### src/hdl/esp_pkg.sv
// ----------------------------------------------------------------------------
// esp_pkg: shared types and constants for the even shard partitioner
// Request and result payloads, status codes, controller states and the
// command/status bundles between controller and datapath.
// ----------------------------------------------------------------------------
package esp_pkg;

    localparam int LENGTH_BITS = 48;
    localparam int MAX_SHARDS  = 64;
    localparam int REQ_W       = 7;
    localparam int IDX_W       = 6;
    localparam int DIV_CNT_W   = $clog2(LENGTH_BITS);

    typedef enum logic [1:0] {
        ST_OK        = 2'd0,
        ST_ZERO_LEN  = 2'd1,
        ST_ZERO_STEP = 2'd2
    } t_status;

    typedef struct packed {
        logic [LENGTH_BITS-1:0] data_length;
        logic [REQ_W-1:0]       shard_request;
        logic [LENGTH_BITS-1:0] step_amount;
    } t_in_item;

    typedef struct packed {
        logic [IDX_W-1:0]       shard_number;
        logic [LENGTH_BITS-1:0] start_offset;
        logic [LENGTH_BITS-1:0] shard_length;
        logic                   final_shard;
        t_status                status;
    } t_out_item;

    typedef enum logic [2:0] {
        S_IDLE,
        S_CHECK,
        S_DIV1,
        S_START2,
        S_DIV2,
        S_EMIT
    } t_state;

    // controller -> datapath
    typedef struct packed {
        logic load;
        logic div_start;
        logic div_sel;      // 0: length / shards, 1: remainder / step
        logic take_q1;
        logic take_q2;
        logic emit_err;
        logic emit_shard;
    } t_cmd;

    // datapath -> controller
    typedef struct packed {
        t_status err_code;
        logic    div_done;
        logic    out_free;
        logic    last;
    } t_stat;

endpackage

### src/hdl/even_shard_partitioner.sv
// ----------------------------------------------------------------------------
// even_shard_partitioner: split a length into contiguous shards
// Top level: controller, datapath and result checks.
// ----------------------------------------------------------------------------
// One request at a time. A request holds the block through two passes
// through a single one-bit-per-cycle divider (length by shard count, then
// remainder by step) and then through the shard walk, in which the output
// register gives one result per cycle while the consumer keeps taking them;
// a consumer stall holds the walk. An error request (zero length, zero shards
// or zero step) skips the divider: its single result is written from the
// check state once the output register is free. The next request is taken
// while the last result still waits downstream.
module even_shard_partitioner
    import esp_pkg::*;
(
    input  logic      i_clk,
    input  logic      i_rst_n,
    input  logic      i_in_valid,
    output logic      o_in_ready,
    input  t_in_item  i_in_data,
    output logic      o_out_valid,
    input  logic      i_out_ready,
    output t_out_item o_out_data
);

    t_cmd  cmd;
    t_stat stat;

    esp_ctrl u_ctrl (
        .i_clk      (i_clk),
        .i_rst_n    (i_rst_n),
        .i_in_valid (i_in_valid),
        .o_in_ready (o_in_ready),
        .i_stat     (stat),
        .o_cmd      (cmd)
    );

    esp_dp u_dp (
        .i_clk       (i_clk),
        .i_rst_n     (i_rst_n),
        .i_cmd       (cmd),
        .o_stat      (stat),
        .i_in_data   (i_in_data),
        .o_out_valid (o_out_valid),
        .i_out_ready (i_out_ready),
        .o_out_data  (o_out_data)
    );

    // a request is never taken in back-to-back cycles
    a_no_double_take: assert property (@(posedge i_clk) disable iff (!i_rst_n)
        (i_in_valid && o_in_ready) |=> !o_in_ready)
        else $error("request taken while previous request still in work");

    // error results always close their request
    a_err_final: assert property (@(posedge i_clk) disable iff (!i_rst_n)
        (o_out_valid && o_out_data.status != ST_OK) |-> o_out_data.final_shard)
        else $error("error result not marked final");

    // the first shard starts at offset zero
    a_first_start: assert property (@(posedge i_clk) disable iff (!i_rst_n)
        o_out_valid |-> (o_out_data.shard_number != '0 || o_out_data.start_offset == '0))
        else $error("first shard has nonzero start");

    // emission never overwrites a result that is still waiting
    a_no_overwrite: assert property (@(posedge i_clk) disable iff (!i_rst_n)
        (cmd.emit_shard || cmd.emit_err) |-> (!o_out_valid || i_out_ready))
        else $error("result register overwritten");

endmodule

### src/hdl/esp_div.sv
// ----------------------------------------------------------------------------
// esp_div: iterative restoring divider
// One quotient bit per cycle; done pulses
// for one cycle once quotient and remainder are final. Divisor must be nonzero.
// ----------------------------------------------------------------------------
module esp_div
    import esp_pkg::*;
(
    input  logic                   i_clk,
    input  logic                   i_rst_n,
    input  logic                   i_start,
    input  logic [LENGTH_BITS-1:0] i_dividend,
    input  logic [LENGTH_BITS-1:0] i_divisor,
    output logic                   o_done,
    output logic [LENGTH_BITS-1:0] o_quotient,
    output logic [LENGTH_BITS-1:0] o_remainder
);

    logic                   r_busy;
    logic                   r_done;
    logic [DIV_CNT_W-1:0]   r_cnt;
    logic [LENGTH_BITS-1:0] r_q;
    logic [LENGTH_BITS-1:0] r_rem;
    logic [LENGTH_BITS-1:0] r_dvs;

    logic [LENGTH_BITS:0]   shifted;
    logic [LENGTH_BITS:0]   diff;
    logic                   ge;
    logic [LENGTH_BITS-1:0] n_rem;

    // one restoring step
    always_comb begin
        shifted = {r_rem, r_q[LENGTH_BITS-1]};
        diff    = shifted - {1'b0, r_dvs};
        ge      = (shifted >= {1'b0, r_dvs});
        n_rem   = ge ? diff[LENGTH_BITS-1:0] : shifted[LENGTH_BITS-1:0];
    end

    // control
    always_ff @(posedge i_clk) begin
        if (!i_rst_n) begin
            r_busy <= 1'b0;
            r_done <= 1'b0;
            r_cnt  <= '0;
        end else begin
            r_done <= 1'b0;
            if (i_start) begin
                r_busy <= 1'b1;
                r_cnt  <= '0;
            end else if (r_busy) begin
                r_cnt <= r_cnt + 1'b1;
                if (r_cnt == DIV_CNT_W'(LENGTH_BITS - 1)) begin
                    r_busy <= 1'b0;
                    r_done <= 1'b1;
                end
            end
        end
    end

    // operands
    always_ff @(posedge i_clk) begin
        if (i_start) begin
            r_q   <= i_dividend;
            r_rem <= '0;
            r_dvs <= i_divisor;
        end else if (r_busy) begin
            r_q   <= {r_q[LENGTH_BITS-2:0], ge};
            r_rem <= n_rem;
        end
    end

    assign o_done      = r_done;
    assign o_quotient  = r_q;
    assign o_remainder = r_rem;

endmodule

### src/hdl/esp_dp.sv
// ----------------------------------------------------------------------------
// esp_dp: partitioner datapath
// Request registers, shard clipping, the shared divider, the shard walk and
// the output register.
// ----------------------------------------------------------------------------
module esp_dp
    import esp_pkg::*;
(
    input  logic      i_clk,
    input  logic      i_rst_n,
    input  t_cmd      i_cmd,
    output t_stat     o_stat,
    input  t_in_item  i_in_data,
    output logic      o_out_valid,
    input  logic      i_out_ready,
    output t_out_item o_out_data
);

    localparam logic [REQ_W-1:0] MAX_REQ = REQ_W'(MAX_SHARDS);

    logic [LENGTH_BITS-1:0] r_length;
    logic [LENGTH_BITS-1:0] r_step;
    logic [REQ_W-1:0]       r_shards;
    logic [LENGTH_BITS-1:0] r_base;
    logic [IDX_W-1:0]       r_rem;
    logic [IDX_W-1:0]       r_dealt;
    logic [IDX_W-1:0]       r_leftover;
    logic [IDX_W-1:0]       r_idx;
    logic                   r_out_valid;
    t_out_item              r_out;

    logic [REQ_W-1:0]       req_sat;
    logic [REQ_W-1:0]       shards_clip;
    logic [LENGTH_BITS-1:0] div_a;
    logic [LENGTH_BITS-1:0] div_b;
    logic                   div_done;
    logic [LENGTH_BITS-1:0] div_q;
    logic [LENGTH_BITS-1:0] div_r;
    logic                   last;
    logic [LENGTH_BITS-1:0] addend;
    logic [LENGTH_BITS-1:0] size;
    logic [LENGTH_BITS-1:0] start;
    logic                   out_free;

    // clip request to MAX_SHARDS and to the length
    always_comb begin
        req_sat     = (i_in_data.shard_request > MAX_REQ) ? MAX_REQ : i_in_data.shard_request;
        shards_clip = (LENGTH_BITS'(req_sat) > i_in_data.data_length)
                    ? i_in_data.data_length[REQ_W-1:0] : req_sat;
    end

    always_ff @(posedge i_clk) begin
        if (i_cmd.load) begin
            r_length <= i_in_data.data_length;
            r_step   <= i_in_data.step_amount;
            r_shards <= shards_clip;
        end
    end

    // divider operand select
    assign div_a = i_cmd.div_sel ? LENGTH_BITS'(r_rem) : r_length;
    assign div_b = i_cmd.div_sel ? r_step : LENGTH_BITS'(r_shards);

    esp_div u_div (
        .i_clk       (i_clk),
        .i_rst_n     (i_rst_n),
        .i_start     (i_cmd.div_start),
        .i_dividend  (div_a),
        .i_divisor   (div_b),
        .o_done      (div_done),
        .o_quotient  (div_q),
        .o_remainder (div_r)
    );

    // quotient capture; both remainders stay below the shard count
    always_ff @(posedge i_clk) begin
        if (i_cmd.take_q1) begin
            r_base <= div_q;
            r_rem  <= div_r[IDX_W-1:0];
        end
        if (i_cmd.take_q2) begin
            r_dealt    <= div_q[IDX_W-1:0];
            r_leftover <= div_r[IDX_W-1:0];
        end
    end

    // shard size: the step bonus and the leftover never land on the same shard
    always_comb begin
        last = ((REQ_W'(r_idx) + REQ_W'(1)) == r_shards);
        if (r_idx < r_dealt) begin
            addend = r_step;
        end else if (last) begin
            addend = LENGTH_BITS'(r_leftover);
        end else begin
            addend = '0;
        end
        size  = r_base + addend;
        // next start follows the previous result still held in the output register
        start = (r_idx == '0) ? '0 : (r_out.start_offset + r_out.shard_length);
    end

    assign out_free = !r_out_valid || i_out_ready;

    // shard counter
    always_ff @(posedge i_clk) begin
        if (!i_rst_n) begin
            r_idx <= '0;
        end else if (i_cmd.take_q2) begin
            r_idx <= '0;
        end else if (i_cmd.emit_shard) begin
            r_idx <= r_idx + 1'b1;
        end
    end

    // output register
    always_ff @(posedge i_clk) begin
        if (!i_rst_n) begin
            r_out_valid <= 1'b0;
        end else if (i_cmd.emit_shard || i_cmd.emit_err) begin
            r_out_valid <= 1'b1;
        end else if (i_out_ready) begin
            r_out_valid <= 1'b0;
        end
    end

    always_ff @(posedge i_clk) begin
        if (i_cmd.emit_err) begin
            r_out.shard_number <= '0;
            r_out.start_offset <= '0;
            r_out.shard_length <= '0;
            r_out.final_shard  <= 1'b1;
            r_out.status       <= o_stat.err_code;
        end else if (i_cmd.emit_shard) begin
            r_out.shard_number <= r_idx;
            r_out.start_offset <= start;
            r_out.shard_length <= size;
            r_out.final_shard  <= last;
            r_out.status       <= ST_OK;
        end
    end

    // status to controller
    always_comb begin
        priority if (r_length == '0 || r_shards == '0) begin
            o_stat.err_code = ST_ZERO_LEN;
        end else if (r_step == '0) begin
            o_stat.err_code = ST_ZERO_STEP;
        end else begin
            o_stat.err_code = ST_OK;
        end
        o_stat.div_done = div_done;
        o_stat.out_free = out_free;
        o_stat.last     = last;
    end

    assign o_out_valid = r_out_valid;
    assign o_out_data  = r_out;

endmodule

### src/hdl/esp_ctrl.sv
// ----------------------------------------------------------------------------
// esp_ctrl: partitioner controller
// Sequences request capture, the two divisions and the shard walk.
// ----------------------------------------------------------------------------
module esp_ctrl
    import esp_pkg::*;
(
    input  logic   i_clk,
    input  logic   i_rst_n,
    input  logic   i_in_valid,
    output logic   o_in_ready,
    input  t_stat  i_stat,
    output t_cmd   o_cmd
);

    t_state r_state;
    t_state n_state;

    always_ff @(posedge i_clk) begin
        if (!i_rst_n) begin
            r_state <= S_IDLE;
        end else begin
            r_state <= n_state;
        end
    end

    // next state and commands
    always_comb begin
        n_state    = r_state;
        o_cmd      = '0;
        o_in_ready = 1'b0;
        unique case (r_state)
            S_IDLE: begin
                o_in_ready = 1'b1;
                if (i_in_valid) begin
                    o_cmd.load = 1'b1;
                    n_state    = S_CHECK;
                end
            end
            S_CHECK: begin
                if (i_stat.err_code != ST_OK) begin
                    if (i_stat.out_free) begin
                        o_cmd.emit_err = 1'b1;
                        n_state        = S_IDLE;
                    end
                end else begin
                    o_cmd.div_start = 1'b1;
                    n_state         = S_DIV1;
                end
            end
            S_DIV1: begin
                if (i_stat.div_done) begin
                    o_cmd.take_q1 = 1'b1;
                    n_state       = S_START2;
                end
            end
            S_START2: begin
                o_cmd.div_start = 1'b1;
                o_cmd.div_sel   = 1'b1;
                n_state         = S_DIV2;
            end
            S_DIV2: begin
                if (i_stat.div_done) begin
                    o_cmd.take_q2 = 1'b1;
                    n_state       = S_EMIT;
                end
            end
            S_EMIT: begin
                if (i_stat.out_free) begin
                    o_cmd.emit_shard = 1'b1;
                    if (i_stat.last) begin
                        n_state = S_IDLE;
                    end
                end
            end
            default: begin
                n_state = S_IDLE;
            end
        endcase
    end

endmodule

### config.mk
export PLATFORM = sky130hd
export DESIGN_NAME = even_shard_partitioner
export DESIGN_NICKNAME = d
export VERILOG_FILES = /design/src/hdl/esp_pkg.sv /design/src/hdl/even_shard_partitioner.sv /design/src/hdl/esp_div.sv /design/src/hdl/esp_dp.sv /design/src/hdl/esp_ctrl.sv
export SDC_FILE = /design/constraint.sdc
export NUM_CORES = 1
export LEC_CHECK = 0
export CORE_ASPECT_RATIO = 2
export CORE_UTILIZATION = 50
export DETAILED_ROUTE_END_ITERATION = 6
export DONT_BUFFER_PORTS = 1
export PLACE_DENSITY = 0.71
export REMOVE_ABC_BUFFERS = 1
export SYNTH_ARGS = -nofsm -noshare
export SYNTH_HDL_FRONTEND = slang
export SYNTH_HIERARCHICAL = 1
export SYNTH_SLANG_ARGS = --single-unit
export TNS_END_PERCENT = 20
### constraint.sdc
create_clock -name i_clk -period 10.3 [get_ports i_clk]
set_clock_uncertainty 0.15 [all_clocks]
set_input_delay 0 -clock i_clk [delete_from_list [all_inputs] [get_ports i_clk]]
set_output_delay 0 -clock i_clk [all_outputs]
set_load 0.005 [all_outputs]
==> results of run 1 <==
## report_power, final
group | internal, mW | switching, mW | leakage, nW | total (mW)
Clock | 0.858 | 0.719 | 0.646 | 1.58
Combinational | 1.27 | 1.89 | 6.90 | 3.17
Sequential | 2.49 | 0.513 | 3.90 | 3.00
Total | 4.62 | 3.13 | 11.4 | 7.75
## final cells by class
cell class                      count  area share, %
Timing Repair Buffer              216           7.40
Clock inverter                     26           1.04
Inverter                           97           1.26
Sequential cell                   436           39.4
Clock buffer                       50           3.70
Multi-Input combinational cell   1845           44.3
Tap cell                          649           2.81
Antenna cell                        1        0.00866
## layer usage
| layer | GRT usage (%) | vias up | share of wire [%] |
|---|---|---|---|
| met5 | 0 | - | 0 |
| li1 | - | 9451 | - |
| met2 | 56.5 | 710 | 54 |
| met1 | 30.4 | 9544 | 36 |
| met3 | 3.23 | 160 | 5.1 |
| met4 | 15.2 | 0 | 5.4 |
## final timing paths
| path | from | end | slack (ps) | depth (start not counted) |
|---|---|---|---|---|
| max | u_dp/r_idx[0] | u_dp/o_out_data[48] | 4850 | 21 |
| min | i_in_data[70] | u_dp/r_shards[5] | 100 | 6 |
| max reg2reg | u_dp/r_idx[0] | u_dp/o_out_data[48] | 4850 | 21 |
| min reg2reg | u_dp/u_div/o_quotient[28] | u_dp/r_base[28] | 300 | 0 |
## flip-flops by register name (all words and copies together), names as in the netlist
register                cells
u_dp/r_shards               7
u_dp/u_div/r_dvs           48
u_dp/r_leftover             6
u_dp/r_idx                  6
u_dp/u_div/o_quotient      48
u_ctrl/r_state              3
u_dp/o_out_valid            1
u_dp/u_div/o_remainder     48
u_dp/r_step                48
u_dp/r_dealt                6
u_dp/r_rem                  6
u_dp/o_out_data           105
u_dp/r_length              48
u_dp/u_div/r_cnt            6
u_dp/r_base                48
u_dp/u_div/r_busy           1
u_dp/u_div/o_done           1
## cells by family (layout without fill, tap and decap cells)
kind of cell    count (synthesis)  in the layout  share of synthesized area (%)
compound gates                667            667                           17.9
xor+xnor                      145            145                           5.05
fa+ha+maj                     160            160                           8.04
buf+inv                       224            389                           3.92
flops                         436            436                           45.3
mux                            98             98                           4.20
other cells                     0              1                              0
simple gates                  775            775                           15.6
## tightest hold or removal path: stages
cell	delay (ps)
nor4_1	30
nand3_1	60
nor4_1	70
o21ai_1	400
nand2_1	100
o21ai_0	80
## metrics by stage
step                      area [sq um]  setup WS (ps)  TNS, ps
after floorplan                  24500          -4320  -456630
after global placement           25500           4950        0
after detailed placement         25500           4810        0
after CTS                        28900           4820        0
after global routing             28900           4470        0
final                            28900           4850        0
## cells in the final DEF, fill, tap and decap left out, types with 7 or more instances in the layout
master,synthesis,final
dlygate4sd3_1,0,202
and2_1,95,94
clkinv_1,1,7
nand2_1,150,150
inv_1,95,95
o31ai_1,9,9
ha_1,157,157
buf_4,5,13
a21o_1,81,81
dfxtp_1,169,168
and3_1,19,19
xor2_1,62,62
clkbuf_1,87,8
o21ai_0,95,95
o21ai_1,17,17
nor2b_1,68,68
o21a_1,17,17
xnor2_1,83,83
o211ai_1,14,14
mux2i_1,37,37
a22o_1,48,48
nand3_1,42,42
clkbuf_16,0,41
nand4_1,39,39
a31oi_1,14,14
a21oi_1,194,194
nor2_1,227,226
nand2b_1,21,21
nor4_1,41,41
a211oi_1,58,58
o21bai_1,31,31
edfxtp_1,267,267
mux2_2,61,61
nor3_1,30,29
==> results.yml, run 1 <==
detailed_routing:
  routed_wl_um: 75900
  num_vias: 19900
  via_per_inst: 5.98
  drc: 0
  wl_per_cell_um: 22.9
  ant_nets: 0
  drt_iter0_drc: 1411
  dr.pass1.iters: 5
global_route:
  grt_pass1_wl_um: 115000
  grtUsageTotal_pct: 29.3
  antenna_found_initial: 0
  grt_max_degree: 141
  grt_pass1_vias: 20100
  overflow: 0
placement:
  gp_congestion: 0.979
  dp.cells: 3041
  port_buffers: 0
  dp_hpwl_um: 56400
worst_setup_path:
  slowest_stage: "a211oi_1"
  cpMostUsedCell: "nand2_1"
  worst_setup_path_start_kind: "flip-flop"
  critPathTopFamily: "compound AO/OA/AOI/OAI gates"
  worstSetupEndpointType: "flip-flop"
  worst-path-buf-inv: 1
  worstPathCellList: "ha_1, nand2_1, xnor2_1, nor2b_1, a21oi_1, nor4_1, o211ai_1, inv_2, nand2_1, o21ai_1, ha_1, a211oi_1, o21bai_1, a211oi_1, nor3b_1, o2111ai_1, nand2_1, a21oi_1, o41ai_2, xnor2_1, o21ai_1"
  cp.required_ps: 10590
  max_stage_delay_ps: 600
  worstPathMaxFanout: 7
  cp_data_arrival_time_ps: 5740
  worst-setup-path-type: "flip-flop to flip-flop"
synth:
  ys_seq_elements: 436
  yosysWarnings: 6
  yosysUniqueCellTypes: 102
  synth_top_area_share_pct: 31.9
  synth.avg_cell_area_sq_um: 10.0
  yosysMostFrequentCell: "edfxtp_1"
  synth-edff-count: 267
  syn_inst: 2505
  yosysTopAreaCell: "edfxtp_1"
  synth_ff_type: "edfxtp_1"
  ys_top_cells_by_area: "edfxtp_1 32%, dfxtp_1 13%, ha_1 7.8%"
  synth_common_cells: "267 x edfxtp_1, 227 x nor2_1, 194 x a21oi_1"
  seq_area_frac_synth_pct: 45.3
  syn-cell-area_sq_um: 25200
  synthArstFlopShare_pct: 0
sta:
  finalCritPeriodShare_pct: 52.9
  hold_ws_ps: 99.5
  tightest_slew_ps: 1150
  layout_min_cycle_time_ps: 5450
  fmax_mhz: 183
  maxSlewHeadroom_pct: 22.9
  slew_viol_final: 0
  rsz0062_at_grt: "false"
  hold_viol_final: 0
  finalSetupViolations: 0
power:
  irDropWorstVdd_mv: 0.195
  p_leak_nw: 11.4
  power_mw: 7.75
  pwr_density_cell_nw_per_um2: 268
floorplan:
  core_area_sq_um: 49900
  die_w_um: 161
  row_count: 116
  die_area_sq_um: 51300
  initial_core_util_pct: 50.4
  die_h_um: 319
  io_pins: 214
layout:
  drive_gt1_share_pct: 7.15
  nFillCells: 4239
  register_area_sq_um: 11400
  nets: 2904
  multi_input_area_sq_um: 12800
  utilization_pct: 57.9
  finalNonFillerCells: 3320
  syn_to_final_growth_pct: 14.9
clocking:
  insertion_delay_ps: 600
  cts_hold_buffers: 202
  cts_tree: "built"
  clkSlewWorstSetupHoldPaths_ps: 70
  numClockSinks: 436
  htree_levels: 2
  post-cts-setup-buffer-count: 0
  clk_path_buf_depth: 3
  cts-resized-gates: 0
  clock-root-buffer: "clkbuf_16"
  cts_buffers: 41
run_status:
  outcome: "finished clean"
job:
  maxCapViolCount: 0
min_path:
  hp-class: "input port to flip-flop"
(Power assumes the default switching activity.)
==> run 2, diff against run 1 <==
Settings changed: PLACE_DENSITY 0.71 to 0.74.
Clock period 10.3 ns to 4.45 ns, I/O delays scaled along.
==> run 2 against run 1 <==
  * The flow now finishes with violations (negative setup slack)
  * Routed wire length is 6.0% higher
  * Sequential share of layout area is 1.8 points lower
  * Hold slack got worse by 63 ps
  * Fmax grew 21%
  * Utilization up 2.8 points
  * Power grew 140%
  * Clock-buffer cell count grew 3
  * Sequential power up 130%
  * Combinational power rose to 2.5 times the previous value
  * Critical path type unchanged
  * Critical endpoint is now u_dp/o_out_data[45]
  * Largest cell class unchanged
  * Largest power group unchanged
  * Highest routed layer unchanged
==> results.yml, run 2 (same netlist as run 1, synthesis figures left out) <==
run_status:
  outcome: "finished with violations"
  violations: "negative setup slack"
detailed_routing:
  via_per_inst: 6.02
  drt_iter0_drc: 1606
  drc: 0
  num_vias: 20800
  wl_per_cell_um: 23.2
  ant_nets: 0
  dr.pass1.iters: 7
  routed_wl_um: 80400
sta:
  slew_viol_final: 0
  hold_viol_final: 0
  tightest_slew_ps: 1100
  finalCritPeriodShare_pct: 101
  fmax_mhz: 222
  layout_min_cycle_time_ps: 4510
  maxSlewHeadroom_pct: 27.0
  worst_slack_ps: -61.0
  finalSetupViolations: 1
  finalSetupTns_ps: -61.0
  rsz0062_at_grt: "true"
power:
  p_leak_nw: 12.3
  seqPwrFrac_pct: 37.6
  comb_power_share_pct: 43.1
  p_sw_mw: 7.53
  clockPowerShare_pct: 19.3
  irDropWorstVdd_mv: 0.535
  sw_frac_of_total_pct: 40.7
  pwr_density_cell_nw_per_um2: 610
  internal-power_mw: 11.0
  power_mw: 18.5
global_route:
  grt_pass1_wl_um: 121000
  overflow: 0
  grt_max_degree: 75
  grt_pass1_vias: 21200
  grtUsageTotal_pct: 30.9
  antenna_found_initial: 1
layout:
  final_common_cell: "edfxtp_1"
  mostFrequentLayoutCells: "267 x edfxtp_1, 224 x nor2_1, 201 x dlygate4sd3_1, 190 x a21oi_1, 165 x dfxtp_1"
  largest_reg_flops: 105
  design_area_sq_um: 30300
  drive_gt1_share_pct: 13.6
  syn_to_final_growth_pct: 20.5
  nets: 3050
clocking:
  htree_levels: 2
  clock-root-buffer: "clkbuf_16"
  cts_tree: "built"
  clkSlewWorstSetupHoldPaths_ps: 70
  insertion_delay_ps: 590
  clk_path_buf_depth: 3
  cts_buffers: 42
  numClockSinks: 436
floorplan:
  core_area_sq_um: 49900
  die_area_sq_um: 51300
  die_h_um: 319
  initial_core_util_pct: 50.4
  die_w_um: 161
  row_count: 116
  io_pins: 214
worst_setup_path:
  cp.required_ps: 4790
  worst_setup_path_start_kind: "flip-flop"
  worst-setup-path-type: "flip-flop to flip-flop"
  worstPathMaxFanout: 6
  cp_data_arrival_time_ps: 4850
  worstSetupEndpointType: "flip-flop"
placement:
  port_buffers: 0
  placed_area_sq_um: 26600
  dp_hpwl_um: 59600
  gp_congestion: 0.999
job:
  maxCapViolCount: 0
min_path:
  hp-class: "input port to flip-flop"
## run 2: changes by cell type in the layout (fill, tap and decap cells not counted), moves of 5 or more
| cell | before | now |
|---|---|---|
| o21ai_0 | 95 | 85 |
| ha_2 | 0 | 5 |
| buf_12 | 1 | 8 |
| ha_1 | 157 | 151 |
| buf_4 | 13 | 150 |
| o21ai_1 | 17 | 22 |
## run 2: power by group through the flow
stage	sequential, mW	clock [mW]	combinational (mW)
2_1_floorplan	6.38	0	5.40
3_3_place_gp	6.99	0	7.38
3_5_place_dp	7.02	0	7.53
4_1_cts	6.93	3.61	7.72
5_1_grt	7.06	3.77	8.64
6_report	6.96	3.56	7.98
## run 2: worst max-delay path: stages (launching register included)
cell	delay, ps
edfxtp_1	370
inv_1	70
ha_1	220
a21boi_0	120
o21a_1	170
o21ai_1	160
a21oi_2	90
nor2_4	200
buf_4	150
buf_4	90
o21ai_2	60
buf_4	140
fa_2	370
a211oi_4	320
o21ai_4	120
a211oi_4	350
o32ai_4	180
a31oi_2	190
nor3b_2	80
or2_1	240
a31o_1	220
xor2_1	150
a22o_1	200
## run 2: layer usage
layer	vias up	part of all wire (%)	wire, um	GRT usage (%)
met4	0	6.5	5250	19.3
met5	-	0	0	0
met3	222	4.6	3730	3.82
met2	765	54	43100	58.6
li1	9729	-	-	-
met1	10100	35	28400	31.4
## run 2: through the flow
stage	utilization, %	instances	worst slack, ps	hold WS (ps)
finish	60.7	3465	-61.0	36.4
global placement	53.3	3174	-280	-51.1
detailed placement	53.3	3174	-384	-51.1
global route	60.7	3465	-334	32.7
CTS	60.2	3455	1.92	33.4
floorplan	-	2378	-10170	-51.1
## run 2: what timing repair did
item | in CTS | in global routing
endpoints found under the hold margin | 157 | 0
endpoints found under the setup margin | 24 | 30
pin swaps | 8 | 34
setup buffers | 4 | 9
gates resized for setup | 17 | 53
hold buffers | 201 | 0
## run 2: worst paths after layout
check,depth (start not counted),slack [ps],endpoint,start
setup / recovery,22,-60,u_dp/o_out_data[45],u_dp/r_dealt[1]
hold / removal,1,40,u_dp/r_length[3],i_in_data[58]
setup reg to reg,22,-60,u_dp/o_out_data[45],u_dp/r_dealt[1]
hold reg to reg,0,300,u_dp/r_base[24],u_dp/u_div/o_quotient[24]
## run 2: cell type report
type,instances,area [sq um]
clock buffers,53,1100
repair buffers,361,3320
clock inverters,23,235
inverters,97,364
well taps,649,812
multi-input cells,1845,13100
diodes,1,2.50
flip-flops and latches,436,11400
fillers,4114,19600
==> run 3, diff against run 2 <==
Settings changed: CELL_PAD_IN_SITES_DETAIL_PLACEMENT set to 1, CELL_PAD_IN_SITES_GLOBAL_PLACEMENT set to 2, CORE_UTILIZATION 50 to 38, PLACE_DENSITY 0.74 to 0.83.
==> run 3 against run 2 <==
  * The flow still finishes with violations (negative setup slack)
  * Sequential share of layout area down 1.1 points
  * Largest power group unchanged
  * First-iteration DRC count down 40%
  * Hold slack better by 22 ps
  * Cell count up 7.7%
  * Fmax down 3.5%
  * Sequential cell count unchanged
  * Register-to-register slack worse by 160 ps
  * Clock-buffer cell count up 1
  * Clock power up 4%
  * Via count up 1.2%
  * Critical path depth unchanged
  * Critical endpoint unchanged
  * Routed wire length up 17%
==> results.yml, run 3 (same netlist as run 1, synthesis figures left out) <==
power:
  comb_power_share_pct: 43.6
  p_sw_mw: 7.98
  sw_frac_of_total_pct: 41.7
  internal-power_mw: 11.2
  clockPowerShare_pct: 19.4
  pwr_density_cell_nw_per_um2: 613
  p_leak_nw: 12.5
  irDropWorstVdd_mv: 0.746
  seqPwrFrac_pct: 37.0
detailed_routing:
  via_per_inst: 5.65
  ant_nets: 0
  routed_wl_um: 94000
  drc: 0
  drt_iter0_drc: 964
  dr.pass1.iters: 5
  num_vias: 21100
  wl_per_cell_um: 25.2
placement:
  gp_congestion: 0.907
  port_buffers: 0
  dp_hpwl_um: 69300
  pre_cts_ws_ps: -609
  dp.cells: 3433
clocking:
  clock-root-buffer: "clkbuf_16"
  cts_buffers: 44
  insertion_delay_ps: 610
  cts_tree: "built"
  numClockSinks: 436
  htree_levels: 2
  clkSlewWorstSetupHoldPaths_ps: 70
  clk_path_buf_depth: 3
worst_setup_path:
  worst-setup-path-type: "flip-flop to flip-flop"
  worst_setup_path_start_kind: "flip-flop"
  worstSetupEndpointType: "flip-flop"
  max_stage_delay_ps: 390
  worstPathCellList: "buf_6, buf_6, inv_4, ha_4, xor2_2, nor4_2, o211ai_1, inv_2, buf_6, nand2_4, o21ai_4, ha_4, a211oi_4, o21ai_2, a211oi_4, o32ai_4, a31oi_2, nor3b_2, or2_1, a31o_1, xor2_1, a22o_1"
  cpMostUsedCell: "buf_6"
  worstPathMaxFanout: 4
  slowest_stage: "dfxtp_4"
  cp_data_arrival_time_ps: 5020
  cp.required_ps: 4800
layout:
  finalNonFillerCells: 3733
  nets: 3090
  mostFrequentLayoutCells: "267 x edfxtp_1, 221 x nor2_1, 203 x dlygate4sd3_1, 187 x a21oi_1, 182 x buf_4"
  syn_to_final_growth_pct: 24.0
  final_common_cell: "edfxtp_1"
  largest_reg_flops: 105
  diodes: 0
  nFillCells: 7276
  drive_gt1_share_pct: 15.9
floorplan:
  io_pins: 214
  row_count: 133
  die_w_um: 184
  die_h_um: 366
  core_area_sq_um: 65600
  initial_core_util_pct: 38.4
  die_area_sq_um: 67300
global_route:
  overflow: 0
  grtUsageTotal_pct: 27.7
  grt_pass1_vias: 22900
  grt_max_degree: 104
  grt_pass1_wl_um: 140000
  antenna_found_initial: 0
sta:
  layout_min_cycle_time_ps: 4670
  fmax_mhz: 214
  finalCritPeriodShare_pct: 105
  hold_viol_final: 0
  worst_slack_ps: -224
  slew_viol_final: 0
  finalSetupViolations: 11
  rsz0062_at_grt: "true"
  maxSlewHeadroom_pct: 28.8
  tightest_slew_ps: 1070
job:
  maxCapViolCount: 0
min_path:
  hp-class: "input port to flip-flop"
run_status:
  violations: "negative setup slack"
  outcome: "finished with violations"
## run 3: metrics by stage
stage / total power [mW] / hold WS (ps) / instance area [sq um] / utilization (%) / setup TNS [ps]
3_5_place_dp: 15.0 / -51.1 / 27100 / 41.4 / -10060
5_1_grt: 20.2 / 95.1 / 31200 / 47.6 / -4490
3_3_place_gp: 14.7 / -51.1 / 27100 / 41.4 / -5860
2_1_floorplan: 11.8 / -51.1 / 24500 / - / -1667470
6_report: 19.1 / 58.9 / 31200 / 47.6 / -1080
4_1_cts: 18.9 / 9.67 / 30900 / 47.1 / -127
## run 3: power by group through the flow
stage | clock [mW] | sequential, mW | combinational [mW]
3_3_place_gp | 0 | 7.08 | 7.61
6_report | 3.72 | 7.09 | 8.34
2_1_floorplan | 0 | 6.38 | 5.40
4_1_cts | 3.77 | 7.05 | 8.10
5_1_grt | 3.93 | 7.20 | 9.09
3_5_place_dp | 0 | 7.13 | 7.83
## run 3: final cells by class
class	instances	area, sq um	area share [%]
Timing Repair Buffer	399	3630	11.6
Inverter	97	367	1.17
Clock buffer	54	1140	3.65
Multi-Input combinational cell	1845	13300	42.7
Clock inverter	25	233	0.745
Sequential cell	436	11400	36.6
Tap cell	877	1100	3.52
## run 3: per-layer routing
metal  wire (um)  GRT usage (%)  share of wire (%)
met1       32700           27.1                 35
met3        3700           4.12                3.9
met4        7330           19.4                7.8
met5           0              0                  0
met2       50300           52.3                 53
## run 3: critical path, delay by kind of cell (launching register included)
family	cells	cell delay (ps)
simple gates	4	720
xor+xnor	2	310
flops	1	390
buf+inv	5	540
fa+ha+maj	2	470
compound gates	9	1960
## run 3: worst paths after layout
| path | cells past startpoint | slack [ps] | endpoint | from |
|---|---|---|---|---|
| max | 22 | -220 | u_dp/o_out_data[45] | u_dp/r_idx[1] |
| min | 3 | 60 | u_dp/r_shards[5] | i_in_data[54] |
| max reg2reg | 22 | -220 | u_dp/o_out_data[45] | u_dp/r_idx[1] |
| min reg2reg | 0 | 310 | u_dp/r_base[26] | u_dp/u_div/o_quotient[26] |
## run 3: repair_timing
action	CTS	global route
hold buffers	203	0
setup endpoints to repair	30	28
endpoints found under the hold margin	224	0
pin swaps	29	41
gates resized for setup	65	52
gates cloned	0	0
setup buffers	8	12
